<file path="src/rtl/c39_pkg.sv">
// Shared types, constants and symbol tables for the Code 39 symbol encoder.
package c39_pkg;

  localparam int unsigned SymIdxW    = 6;
  localparam int unsigned ElemCntW   = 4;
  localparam int unsigned RunWidthW  = 6;
  localparam int unsigned NarrowW    = 4;
  localparam int unsigned SymElems   = 9;
  localparam int unsigned QueueDepth = 2;
  localparam int unsigned QueuePtrW  = $clog2(QueueDepth);
  localparam int unsigned QueueCntW  = $clog2(QueueDepth + 1);

  localparam logic [SymIdxW-1:0]   AsteriskIdx = 6'd39;
  localparam logic [ElemCntW-1:0]  GapElem     = 4'd9;
  localparam logic [ElemCntW-1:0]  LastBarElem = 4'd8;

  typedef enum logic [1:0] {
    PH_START,
    PH_DATA,
    PH_STOP
  } phase_e;

  // One classified request handed from the front end to the run generator.
  typedef struct packed {
    logic               bad;
    logic               start;
    logic               stop;
    logic [SymIdxW-1:0] idx;
  } job_t;

  typedef struct packed {
    logic               ok;
    logic [SymIdxW-1:0] idx;
  } lookup_t;

  // Maps an ASCII code to its symbol index; '*' is reserved and reported as bad.
  function automatic lookup_t char_lookup(input logic [7:0] ch);
    lookup_t r;
    r.ok  = 1'b1;
    r.idx = '0;
    priority if (ch >= 8'h30 && ch <= 8'h39) begin
      r.idx = SymIdxW'(ch - 8'h30);
    end else if (ch >= 8'h41 && ch <= 8'h5A) begin
      r.idx = SymIdxW'(ch - 8'h41 + 8'd10);
    end else if (ch == 8'h2D) begin
      r.idx = 6'd36;
    end else if (ch == 8'h2E) begin
      r.idx = 6'd37;
    end else if (ch == 8'h20) begin
      r.idx = 6'd38;
    end else if (ch == 8'h24) begin
      r.idx = 6'd40;
    end else if (ch == 8'h2F) begin
      r.idx = 6'd41;
    end else if (ch == 8'h2B) begin
      r.idx = 6'd42;
    end else if (ch == 8'h25) begin
      r.idx = 6'd43;
    end else begin
      r.ok = 1'b0;
    end
    return r;
  endfunction

  // Wide/narrow mask per symbol, first element in the MSB, 1 = wide.
  function automatic logic [SymElems-1:0] sym_pattern(input logic [SymIdxW-1:0] idx);
    logic [SymElems-1:0] p;
    unique case (idx)
      6'd0:  p = 9'b000110100;
      6'd1:  p = 9'b100100001;
      6'd2:  p = 9'b001100001;
      6'd3:  p = 9'b101100000;
      6'd4:  p = 9'b000110001;
      6'd5:  p = 9'b100110000;
      6'd6:  p = 9'b001110000;
      6'd7:  p = 9'b000100101;
      6'd8:  p = 9'b100100100;
      6'd9:  p = 9'b001100100;
      6'd10: p = 9'b100001001;
      6'd11: p = 9'b001001001;
      6'd12: p = 9'b101001000;
      6'd13: p = 9'b000011001;
      6'd14: p = 9'b100011000;
      6'd15: p = 9'b001011000;
      6'd16: p = 9'b000001101;
      6'd17: p = 9'b100001100;
      6'd18: p = 9'b001001100;
      6'd19: p = 9'b000011100;
      6'd20: p = 9'b100000011;
      6'd21: p = 9'b001000011;
      6'd22: p = 9'b101000010;
      6'd23: p = 9'b000010011;
      6'd24: p = 9'b100010010;
      6'd25: p = 9'b001010010;
      6'd26: p = 9'b000000111;
      6'd27: p = 9'b100000110;
      6'd28: p = 9'b001000110;
      6'd29: p = 9'b000010110;
      6'd30: p = 9'b110000001;
      6'd31: p = 9'b011000001;
      6'd32: p = 9'b111000000;
      6'd33: p = 9'b010010001;
      6'd34: p = 9'b110010000;
      6'd35: p = 9'b011010000;
      6'd36: p = 9'b010000101;
      6'd37: p = 9'b110000100;
      6'd38: p = 9'b011000100;
      6'd39: p = 9'b010010100;
      6'd40: p = 9'b010101000;
      6'd41: p = 9'b010100010;
      6'd42: p = 9'b010001010;
      6'd43: p = 9'b000101010;
      default: p = '0;
    endcase
    return p;
  endfunction

endpackage

</file>
<file path="src/rtl/code39_symbol_encoder_unit.sv">
// Top level of the Code 39 symbol encoder: front end, request queue, run generator.
//
// Usage:
//   Input channel (in_valid_i/in_ready_o) takes one ASCII character per request,
//   with message_end_i marking the last character of a message.
//   Output channel (out_valid_o/out_ready_i) gives one bar or space run per
//   request: is_bar_o, run_width_o, bad_character_o and last_o on the final
//   run caused by an input character.
//   Config channel (cfg_valid_i/cfg_ready_o) writes narrow_width; it is
//   always ready and should only be written while the block is idle.
//   A good character makes 10 runs, 20 with the start symbol at the head of a
//   message, 30 with the stop symbol too; a bad one makes a single error run.
//   The run generator emits one run per cycle while out_ready_i holds high;
//   an accepted character goes into the queue before its first run is registered.
//   A two-entry queue lets the next characters be accepted while runs drain.
//   Reset sets narrow_width to 1 and clears the message state and queue.
//   When the receiver stalls, the output run holds and the queue fills, after
//   which in_ready_o drops.
module code39_symbol_encoder_unit (
  input  logic                            clk_i,
  input  logic                            rst_ni,
  input  logic                            in_valid_i,
  output logic                            in_ready_o,
  input  logic [7:0]                      character_i,
  input  logic                            message_end_i,
  output logic                            out_valid_o,
  input  logic                            out_ready_i,
  output logic                            is_bar_o,
  output logic [c39_pkg::RunWidthW-1:0]   run_width_o,
  output logic                            bad_character_o,
  output logic                            last_o,
  input  logic                            cfg_valid_i,
  output logic                            cfg_ready_o,
  input  logic [c39_pkg::NarrowW-1:0]     cfg_data_i
);

  logic [c39_pkg::NarrowW-1:0] narrow_width_q, narrow_width_d;
  logic                        push, full, pop, empty;
  c39_pkg::job_t               job_in, job_head;

  assign cfg_ready_o    = 1'b1;
  assign narrow_width_d = (cfg_valid_i && cfg_ready_o) ? cfg_data_i : narrow_width_q;

  always_ff @(posedge clk_i or negedge rst_ni) begin
    if (!rst_ni) begin
      narrow_width_q <= c39_pkg::NarrowW'(1);
    end else begin
      narrow_width_q <= narrow_width_d;
    end
  end

  c39_front u_front (
    .clk_i         (clk_i),
    .rst_ni        (rst_ni),
    .in_valid_i    (in_valid_i),
    .in_ready_o    (in_ready_o),
    .character_i   (character_i),
    .message_end_i (message_end_i),
    .push_o        (push),
    .job_o         (job_in),
    .full_i        (full)
  );

  c39_fifo u_fifo (
    .clk_i   (clk_i),
    .rst_ni  (rst_ni),
    .push_i  (push),
    .job_i   (job_in),
    .full_o  (full),
    .pop_i   (pop),
    .empty_o (empty),
    .job_o   (job_head)
  );

  c39_back u_back (
    .clk_i           (clk_i),
    .rst_ni          (rst_ni),
    .narrow_width_i  (narrow_width_q),
    .empty_i         (empty),
    .job_i           (job_head),
    .pop_o           (pop),
    .out_valid_o     (out_valid_o),
    .out_ready_i     (out_ready_i),
    .is_bar_o        (is_bar_o),
    .run_width_o     (run_width_o),
    .bad_character_o (bad_character_o),
    .last_o          (last_o)
  );

endmodule

</file>
<file path="src/rtl/c39_front.sv">
// Front end: accepts characters, classifies them and tracks the message state.
module c39_front (
  input  logic                clk_i,
  input  logic                rst_ni,
  input  logic                in_valid_i,
  output logic                in_ready_o,
  input  logic [7:0]          character_i,
  input  logic                message_end_i,
  output logic                push_o,
  output c39_pkg::job_t       job_o,
  input  logic                full_i
);

  c39_pkg::lookup_t lk;
  logic             in_message_q, in_message_d;
  logic             accept;

  assign lk         = c39_pkg::char_lookup(character_i);
  assign in_ready_o = !full_i;
  assign accept     = in_valid_i && in_ready_o;
  assign push_o     = accept;

  always_comb begin
    job_o.bad   = !lk.ok;
    job_o.start = !in_message_q;
    job_o.stop  = message_end_i;
    job_o.idx   = lk.idx;
  end

  always_comb begin
    in_message_d = in_message_q;
    if (accept) begin
      in_message_d = lk.ok && !message_end_i;
    end
  end

  always_ff @(posedge clk_i or negedge rst_ni) begin
    if (!rst_ni) begin
      in_message_q <= 1'b0;
    end else begin
      in_message_q <= in_message_d;
    end
  end

endmodule

</file>
<file path="src/rtl/c39_fifo.sv">
// Short request queue between the front end and the run generator.
module c39_fifo (
  input  logic          clk_i,
  input  logic          rst_ni,
  input  logic          push_i,
  input  c39_pkg::job_t job_i,
  output logic          full_o,
  input  logic          pop_i,
  output logic          empty_o,
  output c39_pkg::job_t job_o
);

  c39_pkg::job_t                         mem_q [c39_pkg::QueueDepth];
  logic [c39_pkg::QueuePtrW-1:0]         wr_ptr_q, wr_ptr_d;
  logic [c39_pkg::QueuePtrW-1:0]         rd_ptr_q, rd_ptr_d;
  logic [c39_pkg::QueueCntW-1:0]         cnt_q, cnt_d;
  logic                                  do_push, do_pop;

  assign full_o  = (cnt_q == c39_pkg::QueueCntW'(c39_pkg::QueueDepth));
  assign empty_o = (cnt_q == '0);
  assign do_push = push_i && !full_o;
  assign do_pop  = pop_i && !empty_o;
  assign job_o   = mem_q[rd_ptr_q];

  always_comb begin
    wr_ptr_d = do_push ? wr_ptr_q + 1'b1 : wr_ptr_q;
    rd_ptr_d = do_pop ? rd_ptr_q + 1'b1 : rd_ptr_q;
    cnt_d    = cnt_q;
    if (do_push && !do_pop) begin
      cnt_d = cnt_q + 1'b1;
    end else if (do_pop && !do_push) begin
      cnt_d = cnt_q - 1'b1;
    end
  end

  always_ff @(posedge clk_i) begin
    if (do_push) begin
      mem_q[wr_ptr_q] <= job_i;
    end
  end

  always_ff @(posedge clk_i or negedge rst_ni) begin
    if (!rst_ni) begin
      wr_ptr_q <= '0;
      rd_ptr_q <= '0;
      cnt_q    <= '0;
    end else begin
      wr_ptr_q <= wr_ptr_d;
      rd_ptr_q <= rd_ptr_d;
      cnt_q    <= cnt_d;
    end
  end

endmodule

</file>
<file path="src/rtl/c39_back.sv">
// Run generator: walks start, data and stop symbols, one run per cycle unless stalled.
module c39_back (
  input  logic                            clk_i,
  input  logic                            rst_ni,
  input  logic [c39_pkg::NarrowW-1:0]     narrow_width_i,
  input  logic                            empty_i,
  input  c39_pkg::job_t                   job_i,
  output logic                            pop_o,
  output logic                            out_valid_o,
  input  logic                            out_ready_i,
  output logic                            is_bar_o,
  output logic [c39_pkg::RunWidthW-1:0]   run_width_o,
  output logic                            bad_character_o,
  output logic                            last_o
);

  c39_pkg::phase_e                        phase_q, phase_d, phase;
  logic                                   active_q, active_d;
  logic [c39_pkg::ElemCntW-1:0]           elem_q, elem_d;
  logic                                   out_valid_q, out_valid_d;
  logic                                   is_bar_q, bad_q, last_q;
  logic [c39_pkg::RunWidthW-1:0]          width_q;
  logic                                   load;
  logic [c39_pkg::SymIdxW-1:0]            sym;
  logic [c39_pkg::SymElems-1:0]           pat;
  logic [c39_pkg::RunWidthW-1:0]          narrow, wide;
  logic                                   gap, wide_el, run_last;
  logic                                   is_bar_n, bad_n, last_n;
  logic [c39_pkg::RunWidthW-1:0]          width_n;

  assign load   = !empty_i && (!out_valid_q || out_ready_i);
  assign narrow = c39_pkg::RunWidthW'(narrow_width_i);
  assign wide   = (narrow << 1) + narrow;

  always_comb begin
    if (active_q) begin
      phase = phase_q;
    end else if (job_i.start) begin
      phase = c39_pkg::PH_START;
    end else begin
      phase = c39_pkg::PH_DATA;
    end
  end

  assign sym      = (phase == c39_pkg::PH_DATA) ? job_i.idx : c39_pkg::AsteriskIdx;
  assign pat      = c39_pkg::sym_pattern(sym);
  assign gap      = (elem_q == c39_pkg::GapElem);
  assign wide_el  = !gap && pat[c39_pkg::LastBarElem - elem_q];
  assign run_last = gap && ((phase == c39_pkg::PH_STOP) ||
                            (phase == c39_pkg::PH_DATA && !job_i.stop));

  always_comb begin
    if (job_i.bad) begin
      is_bar_n = 1'b0;
      width_n  = '0;
      bad_n    = 1'b1;
      last_n   = 1'b1;
    end else begin
      is_bar_n = !gap && !elem_q[0];
      width_n  = wide_el ? wide : narrow;
      bad_n    = 1'b0;
      last_n   = run_last;
    end
  end

  assign pop_o = load && last_n;

  always_comb begin
    phase_d     = phase_q;
    active_d    = active_q;
    elem_d      = elem_q;
    out_valid_d = out_valid_q;
    if (out_ready_i) begin
      out_valid_d = 1'b0;
    end
    if (load) begin
      out_valid_d = 1'b1;
      if (last_n) begin
        active_d = 1'b0;
        elem_d   = '0;
      end else if (gap) begin
        active_d = 1'b1;
        elem_d   = '0;
        phase_d  = (phase == c39_pkg::PH_START) ? c39_pkg::PH_DATA : c39_pkg::PH_STOP;
      end else begin
        active_d = 1'b1;
        elem_d   = elem_q + 1'b1;
        phase_d  = phase;
      end
    end
  end

  always_ff @(posedge clk_i or negedge rst_ni) begin
    if (!rst_ni) begin
      phase_q     <= c39_pkg::PH_START;
      active_q    <= 1'b0;
      elem_q      <= '0;
      out_valid_q <= 1'b0;
    end else begin
      phase_q     <= phase_d;
      active_q    <= active_d;
      elem_q      <= elem_d;
      out_valid_q <= out_valid_d;
    end
  end

  always_ff @(posedge clk_i) begin
    if (load) begin
      is_bar_q <= is_bar_n;
      width_q  <= width_n;
      bad_q    <= bad_n;
      last_q   <= last_n;
    end
  end

  assign out_valid_o     = out_valid_q;
  assign is_bar_o        = is_bar_q;
  assign run_width_o     = width_q;
  assign bad_character_o = bad_q;
  assign last_o          = last_q;

endmodule
</file>
<file path="config.mk">
export PLATFORM = sky130hd
export DESIGN_NAME = code39_symbol_encoder_unit
export DESIGN_NICKNAME = d
export VERILOG_FILES = /design/src/rtl/c39_pkg.sv /design/src/rtl/code39_symbol_encoder_unit.sv /design/src/rtl/c39_front.sv /design/src/rtl/c39_fifo.sv /design/src/rtl/c39_back.sv
export SDC_FILE = /design/constraint.sdc
export NUM_CORES = 1
export LEC_CHECK = 0
export ABC_AREA = 0
export BUFFER_PORTS_ARGS = -buffer_cell sky130_fd_sc_hd__buf_2
export CAP_MARGIN = 20
export CORE_MARGIN = 8
export CORE_UTILIZATION = 55
export CTS_CLUSTER_DIAMETER = 60
export DETAILED_ROUTE_END_ITERATION = 12
export PLACE_DENSITY = 0.74
export REMOVE_ABC_BUFFERS = 1
export SYNTH_ARGS = -nofsm -noshare
export SYNTH_HDL_FRONTEND = slang
export SYNTH_SLANG_ARGS = --single-unit
export TNS_END_PERCENT = 30
</file>
<file path="constraint.sdc">
create_clock -name clk_i -period 5.35 [get_ports clk_i]
set_input_delay 0.535 -clock clk_i [delete_from_list [all_inputs] [get_ports clk_i]]
set_output_delay 0.535 -clock clk_i [all_outputs]
set_load 0.01 [all_outputs]
</file>
# After elaboration in Yosys (flattened, before gate mapping)
# Memory sizes are Yosys's and may differ from the RTL's.
# Index checks and enable logic that the tools add are counted.
# word_totals
register_bits	26
mem_bits_rw	18
rom_bits	576
inputBits	18
output_inout_bits	12
word_cells	114
mem_count	2
# op_classes
n_addsub	10
n_lt_le_gt_ge	5
eq_ne	11
muxes	37
n_bitwise	2
n_reduce_logical	33
# mem_list
memory	depth	width	read_ports	rd_ports_with_merged_regs	write_ports	line_no	text
(no name shown)	64	9	1	0	0	c39_pkg.sv:68	unique case (idx)
u_fifo.mem_q	2	9	1	0	1	c39_fifo.sv:13	c39_pkg::job_t mem_q [c39_pkg::QueueDepth];
# op_table
cell	count
two-way mux 6 bit	10
== test 8 x 6 -> 1 bit (second input constant)	7
two-way mux 1 bit	18
logical AND 1 bit	14
two-way mux 4 bit	3
logical NOT 1 bit	11
two-way mux 2 bit	5
>= comparator 8 x 6 -> 1 bit (second input constant)	1
>= comparator 8 x 7 -> 1 bit (second input constant)	1
<= comparator 8 x 6 -> 1 bit (second input constant)	1
<= comparator 8 x 7 -> 1 bit (second input constant)	1
adder 5 x 4 -> 6 bit	1
adder 6 x 4 -> 6 bit (second input constant)	1
subtractor 6 x 1 -> 6 bit (second input constant)	1
subtractor 6 bit (second input constant)	1
less-than comparator 4 x 5 -> 1 bit (second input constant)	1
adder 4 x 1 -> 4 bit (second input constant)	1
binary-select mux 1 bit (select 4 bit)	1
== test 2 bit (second input constant)	2
== test 4 bit (second input constant)	1
logical NOT 2 bit	2
nonzero test 2 bit	2
subtractor 4 bit (first input constant)	1
adder 1 bit (second input constant)	2
other kinds (7)	9

# Logic depth before layout (Yosys ltp)
# Gate-level depths: netlist (run 1).
# An unclocked memory read counts as a cell.
# logic_depth
word_depth	13
depth_mapped	15
ltp_nobuf	13

# Hierarchy
# A second synthesis (run 1) with hierarchy kept.
# hier_totals
cells_unflattened	364
area_unflattened_um2	3483.3
# modules_own_cells
mod	n_inst	cells_per_inst	area_per_inst_um2
c39_back	1	222	1868.0
c39_fifo	1	47	845.8
c39_front	1	85	611.8
code39_symbol_encoder_unit	1	10	157.7

# Worst setup path after synthesis (run 1)
# Ideal clock, no wire load.
# synth_timing
path_type	register to register
start	register u_fifo.rd_ptr_q
end	register u_back.width_q (netlist bit u_back.run_width_o[2]), data pin
arrival_ps	3031
required_ps	5090
setup_slack_ps	2059
stages_incl_launch_ff	14
n_path_buf	2
period_less_slack_ps	3291
cell_sequence	dfrtp_1 -> buf_6 -> mux2_4 -> o21ai_4 -> buf_6 -> nand2_1 -> ha_1 -> nand2_1 -> a21oi_1 -> a2111oi_2 -> a221o_1 -> o311ai_1 -> a41oi_4 -> mux2_4
# synth_between
elab_chain_cells	10
# synth_lines
item	line_no	text
start, declared	c39_fifo.sv:15	logic [c39_pkg::QueuePtrW-1:0] rd_ptr_q, rd_ptr_d;
start signal, assigned	c39_fifo.sv:49	rd_ptr_q <= rd_ptr_d;
memory (2 x 9 bit) *	n/a	
two-way mux 1 bit	c39_back.sv:38	end else if (job_i.start) begin
two-way mux 2 bit	c39_back.sv:36	if (active_q) begin
== test 2 x 1 -> 1 bit	c39_back.sv:45	assign sym = (phase == c39_pkg::PH_DATA) ? job_i.idx : c39_pkg::AsteriskIdx;
two-way mux 6 bit	c39_back.sv:45	
memory (64 x 9 bit)	n/a	
binary-select mux 1 bit (select 4 bit)	c39_back.sv:48	assign wide_el = !gap && pat[c39_pkg::LastBarElem - elem_q];
two-way mux 1 bit (implied by the code)	c39_back.sv:48	
logical AND 1 bit	c39_back.sv:48	
two-way mux 4 bit	c39_back.sv:60	width_n = wide_el ? wide : narrow;
end signal, assigned	c39_back.sv:110	width_q <= width_n;
end, declared	c39_back.sv:22	logic [c39_pkg::RunWidthW-1:0] width_q;
# Mark *: on every way between the ends. The rest lies on a longest branch, timed or not. The select of a mux whose other input is x is not followed.
# A chain may end at the register's enable or synchronous reset.

# Worst setup path after layout (run 1)
# Same ends and word-level chain as after synthesis.

==> results.json, run 1 <==
{
  "syn_area_um2": 3450,
  "cts_max_level": 2,
  "slew_headroom_pct": 43.0,
  "synth_edf_count": 27,
  "critPathMaxStageDelay_ns": 0.70,
  "endpoint_kind": "flop",
  "clk_pin_slew_ns": 0.09,
  "rsz0062_at_grt": "no",
  "post-route-drc-count": 0,
  "wl_per_cell_um": 16.8,
  "num_io_pins": 30,
  "vdd_ir_drop_max_uv": 341,
  "cp-start-kind": "flop",
  "synth_cells": 367,
  "core-area_um2": 6200,
  "ys_warn_count": 0,
  "numPortBuffers": 28,
  "fp-row-count": 29,
  "cpMostUsedCell": "mux2_4",
  "clkLatencyLatePin_ns": 0.30,
  "dp.cells": 460,
  "clock_skew_ns": 0.00995,
  "nets": 440,
  "syn2layout_area_growth_pct": 7.97,
  "r2r_cells": 12,
  "drt_first_pass_iters": 5,
  "routed_wl_mm": 7.88,
  "hold_viol_final": 0,
  "path_max_fanout": 15,
  "die_h_um": 95.2,
  "powerDensity_nw_per_um2": 489,
  "path_class": "reg -> reg",
  "layout_setup_ws_ns": 1.45,
  "rrSetupSlack_ns": 1.45,
  "dp_slack_ns": 1.50,
  "drive_above_1_share_pct": 14.8,
  "drv_slew": 0,
  "die_w_um": 95.2,
  "cts_buffers": 5,
  "max_freq_mhz": 257,
  "fin_hold_ws_ns": 0.152,
  "cts_resized": 0,
  "synth.avg_cell_area_um2": 9.41,
  "tns_ns": 0,
  "async_reset_ff_share_pct": 38.6,
  "yosys.cell_types.count": 69,
  "maxCapViolCount": 0,
  "drtIter0Drc": 218,
  "cts_tree": "yes",
  "critPathCapture": "u_back.run_width_o[2]$_SDFFCE_PP0P_",
  "antenna_found_initial": 0,
  "cts.sinks": 44,
  "gp_congestion": 0.941,
  "r2r_start": "u_fifo.rd_ptr_q$_DFFE_PN0P_",
  "fp.dieArea_um2": 9070,
  "fin_cells": 468,
  "critPathArrivalTime_ns": 3.95,
  "hpwl_mm": 5.94,
  "p_leak_nw": 1.56,
  "startpoint": "u_fifo.rd_ptr_q$_DFFE_PN0P_",
  "period_needed_ns": 3.90,
  "grt_overflow": 0,
  "grt_max_degree": 20,
  "grt_util_all_layers_pct": 18.0,
  "worst_slew_pin_slew_ns": 0.850,
  "r2r-end": "u_back.run_width_o[2]$_SDFFCE_PP0P_",
  "min_period_over_period_pct": 72.8,
  "critPathRequiredTime_ns": 5.41,
  "ys.flop_type": "edfxtp_1",
  "crit_path_top_delay_cell": "dfrtp_1",
  "grt_pass1_wl_mm": 13.0,
  "status": "complete, no violations",
  "ys_ff_latch": 44,
  "setup_viol": 0,
  "vias": 2894,
  "ys_seq_area_share_pct": 35.8,
  "start_util_pct": 55.7,
  "ant_nets": 0,
  "hold_buffers": 0,
  "grt_pass1_vias": 2776,
  "root_buffer": "clkbuf_8",
  "path_cells": "mux2_4 -> o21ai_4 -> nand2_1 -> inv_1 -> ha_1 -> and2_1 -> o211ai_1 -> a221oi_1 -> nand3_1 -> nand4_1 -> a41oi_4 -> mux2_4",
  "routed_via_density": 6.18,
  "cts_max_path_buffers": 2,
  "diodes": 0,
  "hp-class": "in -> async",
  "postCtsSetupBuffers": 0
}
-- Yosys cell counts (3+ instances only) --
cell type,number,area (um^2)
nand2_1,45,169
ha_1,31,388
nor2_1,29,109
edfxtp_1,27,811
inv_1,26,97.6
o21ai_0,25,125
dfrtp_1,16,400
a21oi_1,13,65.1
nand3_1,8,40.0
mux2i_1,7,70.1
nor3_1,7,35.0
xnor2_1,7,61.3
clkbuf_1,6,22.5
o22ai_1,6,37.5
a221oi_1,5,43.8
a31oi_1,5,31.3
and2_1,5,31.3
nand2b_1,5,31.3
o31ai_1,5,37.5
xor2_1,5,43.8
buf_6,4,45.0
mux2_2,4,45.0
o211ai_1,4,30.0
a211oi_1,3,22.5
a22oi_1,3,22.5
a32oi_1,3,26.3
and3_1,3,18.8
mux2_4,3,45.0
nand3b_1,3,22.5
nand4_1,3,18.8
o2111ai_1,3,26.3
o41ai_1,3,26.3
-- sequential cells by signal, summed over array words and instances (netlist names), 2 cells and up --
| name | cells |
|---|---|
| u_fifo.cnt_q | 2 |
| u_back.run_width_o | 6 |
| narrow_width_q | 4 |
| u_fifo.mem_q | 18 |
| u_back.phase_q | 2 |
| u_back.elem_q | 4 |
-- kinds of logic after synthesis --
group | Yosys count | synth area share (%)
other | 1 | 0.109
and+or+nand+nor | 118 | 15.9
DFF | 44 | 35.8
xor gates and xnor gates | 12 | 3.04
muxes | 18 | 6.41
adders and majority gates | 32 | 11.8
buffers and inverters | 41 | 5.51
AOI/OAI and AO/OA | 101 | 21.4
-- per-stage QoR --
step	cell area, um^2	utilization (%)	total power, W
after floorplan	3370	-	0.00131
after CTS	3730	60.1	0.00182
after global routing	3730	60.1	0.00196
final	3730	60.1	0.00182
after detailed placement	3610	58.2	0.00156
after global placement	3610	58.2	0.00156
-- worst max-delay path, delay by kind of cell, from the launching register on --
family / cells / cell delay [ns]
buf+inv: 1 / 0.23
simple gates: 4 / 0.73
compound gates: 4 / 0.93
flops: 1 / 0.70
fa+ha+maj: 1 / 0.34
mux: 2 / 0.72
-- worst min-delay path by stage --
| stage | start | endpoint | slack (ns) | cells past startpoint |
|---|---|---|---|---|
| 6_report | rst_ni | u_back.elem_q[2]$_DFFE_PN0P_ | 0.15 | 1 |
| 5_1_grt | rst_ni | u_back.out_valid_o$_DFFE_PN0P_ | 0.18 | 1 |
| 4_1_cts | rst_ni | u_back.out_valid_o$_DFFE_PN0P_ | 0.16 | 1 |
| 3_5_place_dp | rst_ni | u_back.elem_q[0]$_DFFE_PN0P_ | 0.49 | 1 |
| 3_3_place_gp | u_front.in_message_q$_DFFE_PN0P_ | u_front.in_message_q$_DFFE_PN0P_ | 0.46 | 2 |
| 2_1_floorplan | rst_ni | narrow_width_q[1]$_DFFE_PN0P_ | 0.24 | 0 |
-- placed cells by master, fill, tap and decap left out, types with 4 or more instances in the layout --
cell       n
a21oi_1   13
a221oi_1   5
a31oi_1    5
and2_1     5
buf_2     28
clkbuf_8   6
dfrtp_1   16
edfxtp_1  27
ha_1      31
inv_1     26
mux2_2     4
mux2i_1    7
nand2_1   45
nand2b_1   5
nand3_1    8
nor2_1    29
nor3_1     7
o211ai_1   4
o21ai_0   25
o22ai_1    6
o31ai_1    5
xnor2_1    7
xor2_1     5
-- metal layers --
metal,global-route usage [%],vias to the layer above,routed length [um]
met5,0,-,0
met4,8.58,0,226
met3,3.07,26,530
met2,29.7,148,3760
met1,22.4,1328,3370
li1,-,1392,-
-- power breakdown --
group	internal (W)	switching (W)
combinational	0.000384	0.000591
clock	0.000134	0.000112
sequential	0.000487	0.000114
total	0.00100	0.000817
-- area by class of cell --
type	instances	area (um^2)
sequential	44	1240
inverter	28	105
multi-input combinational	282	2030
tap	77	96.3
clock buffer	7	108
fill	526	2480
clock inverter	1	8.76
timing repair buffer	29	148
(Power assumes the default switching activity.)
==> run 2, diff against run 1 <==
==> constraint.sdc (replaced) <==
create_clock -name clk_i -period 3.8 [get_ports clk_i]
set_input_delay 0.38 -clock clk_i [delete_from_list [all_inputs] [get_ports clk_i]]
set_output_delay 0.38 -clock clk_i [all_outputs]
set_load 0.01 [all_outputs]
==> run 2 against run 1 <==
- combinational power rose by 50%
- via count is 1.3% lower
- highest routed layer unchanged
- power increased by 43%
- worst setup slack got worse by 1.2 ns
- the flow now finishes with violations (negative hold slack)
- critical endpoint unchanged
- hold slack worse by 0.16 ns
- maximum frequency is 10% higher
- sequential power rose by 34%
- global-route usage is 0.32 points lower
==> results.json, run 2 (same netlist as run 1, synthesis figures left out) <==
{
  "clkLatencyLatePin_ns": 0.29,
  "hpwl_mm": 6.00,
  "grt_pass1_vias": 2705,
  "cts_tree": "yes",
  "postCtsSetupBuffers": 0,
  "p_int_w": 0.00146,
  "path_class": "reg -> reg",
  "hold_buffers": 0,
  "cts.sinks": 44,
  "root_buffer": "clkbuf_8",
  "setup_viol": 0,
  "hp-class": "in -> async",
  "p_leak_nw": 1.59,
  "path_cells": "buf_4 -> mux2i_1 -> nand2_1 -> ha_1 -> nand2_1 -> a21oi_1 -> a2111oi_2 -> a221o_1 -> o311ai_1 -> a41oi_4 -> mux2_4",
  "rsz0062_at_grt": "no",
  "critPathRequiredTime_ns": 3.85,
  "grt_max_degree": 21,
  "worst_slew_pin_slew_ns": 0.791,
  "antenna_found_initial": 0,
  "gp_congestion": 0.946,
  "die_w_um": 95.2,
  "slew_headroom_pct": 47.1,
  "numPortBuffers": 28,
  "status": "finished with violations",
  "multi_input_area_um2": 2030,
  "nets": 447,
  "largest_reg_flops": 18,
  "num_io_pins": 30,
  "dp_slack_ns": 0.310,
  "cts_max_level": 2,
  "fp-row-count": 29,
  "critPathArrivalTime_ns": 3.59,
  "maxCapViolCount": 0,
  "cts_resized": 0,
  "endpoint_kind": "flop",
  "die_h_um": 95.2,
  "critPathTopFamily": "compound AO/OA/AOI/OAI gates",
  "layout_commonest_cell": "nand2_1",
  "core-area_um2": 6200,
  "grt_util_all_layers_pct": 17.7,
  "tns_ns": 0,
  "regArea_um2": 1240,
  "drv_slew": 0,
  "drt_first_pass_iters": 5,
  "crit_path_top_delay_cell": "dfrtp_1",
  "fill_cells": 535,
  "violations": "negative hold slack",
  "syn2layout_area_growth_pct": 9.35,
  "vdd_ir_drop_max_uv": 422,
  "cp-start-kind": "flop",
  "ant_nets": 0,
  "max_freq_mhz": 283,
  "fp.dieArea_um2": 9070,
  "post-route-drc-count": 0,
  "netSwitchingPower_w": 0.00116,
  "wl_per_cell_um": 16.4,
  "grt_overflow": 0,
  "min_period_over_period_pct": 92.9,
  "hold_viol_final": 4,
  "clk_pin_slew_ns": 0.09,
  "cpMostUsedCell": "nand2_1",
  "top_register": "u_fifo.mem_q",
  "drtIter0Drc": 227,
  "path_max_fanout": 6,
  "fin_hold_ws_ns": -0.00547,
  "powerDensity_nw_per_um2": 691,
  "critPathMaxStageDelay_ns": 0.48,
  "power.share.sequential_pct": 30.9,
  "vias": 2855,
  "path_buf_inv": 1,
  "cts_max_path_buffers": 2,
  "diodes": 0,
  "swShare_pct": 44.3,
  "routed_via_density": 6.01,
  "p_clk_share_pct": 13.3,
  "post-route-util_pct": 60.9,
  "mostFrequentLayoutCells": "45 x nand2_1, 31 x ha_1, 29 x nor2_1, 28 x buf_2, 27 x edfxtp_1",
  "grt_pass1_wl_mm": 12.8,
  "period_needed_ns": 3.53,
  "routed_wl_mm": 7.81,
  "clock_skew_ns": 0.0136,
  "drive_above_1_share_pct": 16.1,
  "start_util_pct": 55.7,
  "share_comb_of_total_power_pct": 55.8,
  "cts_buffers": 5,
  "layout_setup_ws_ns": 0.270
}
==> run 2: cell count changes in the layout (fill, tap and decap cells not counted) <==
| cell | delta |
|---|---|
| buf_4 | +7 |
| bufinv_16 | +1 |
| clkbuf_16 | -1 |
| clkbuf_8 | -1 |
| clkinv_1 | +1 |
==> run 2: final timing paths <==
check / start / to / slack, ns / depth (start not counted)
max: u_fifo.rd_ptr_q$_DFFE_PN0P_ / u_back.run_width_o[2]$_SDFFCE_PP0P_ / 0.27 / 11
min: rst_ni / u_back.elem_q[2]$_DFFE_PN0P_ / -0.005 / 1
max reg2reg: u_fifo.rd_ptr_q$_DFFE_PN0P_ / u_back.run_width_o[2]$_SDFFCE_PP0P_ / 0.27 / 11
min reg2reg: u_front.in_message_q$_DFFE_PN0P_ / u_front.in_message_q$_DFFE_PN0P_ / 0.49 / 2
max in group asynchronous: rst_ni / narrow_width_q[0]$_DFFE_PN1P_ / 3.47 / 1
min in group clk_i: cfg_data_i[1] / narrow_width_q[1]$_DFFE_PN0P_ / 0.30 / 3
==> run 2: power by group through the flow <==
stage	Clock (W)	Combinational, W	Sequential [W]
6_report	0.000348	0.00146	0.000807
5_1_grt	0.000376	0.00159	0.000828
4_1_cts	0.000355	0.00144	0.000806
3_5_place_dp	0	0.00143	0.000816
3_3_place_gp	0	0.00144	0.000811
2_1_floorplan	0	0.000974	0.000866
==> run 2: area by class of cell <==
| class | count | share of cell area, % |
|---|---|---|
| clock buffers | 5 | 1.82 |
| clock inverters | 3 | 1.13 |
| repair buffers | 36 | 5.30 |
| flip-flops and latches | 44 | 32.8 |
| inverters | 28 | 2.78 |
| multi-input cells | 282 | 53.6 |
| well taps | 77 | 2.55 |
==> run 2: through the flow <==
step / hold slack, ns / area, um^2 / power, W / cells
final: -0.00547 / 3780 / 0.00261 / 475
after global routing: 0.0165 / 3780 / 0.00279 / 475
after CTS: 0.00573 / 3780 / 0.00260 / 475
after detailed placement: 0.331 / 3660 / 0.00225 / 467
after global placement: 0.330 / 3660 / 0.00225 / 467
after floorplan: 0.0844 / 3370 / 0.00184 / 354
==> run 2: per-layer routing <==
metal,GRT usage [%],wire length (um),up-vias
met3,2.91,351,12
met5,0,0,-
met4,6.89,147,0
met2,28.8,3710,112
li1,-,-,1399
met1,22.9,3600,1332
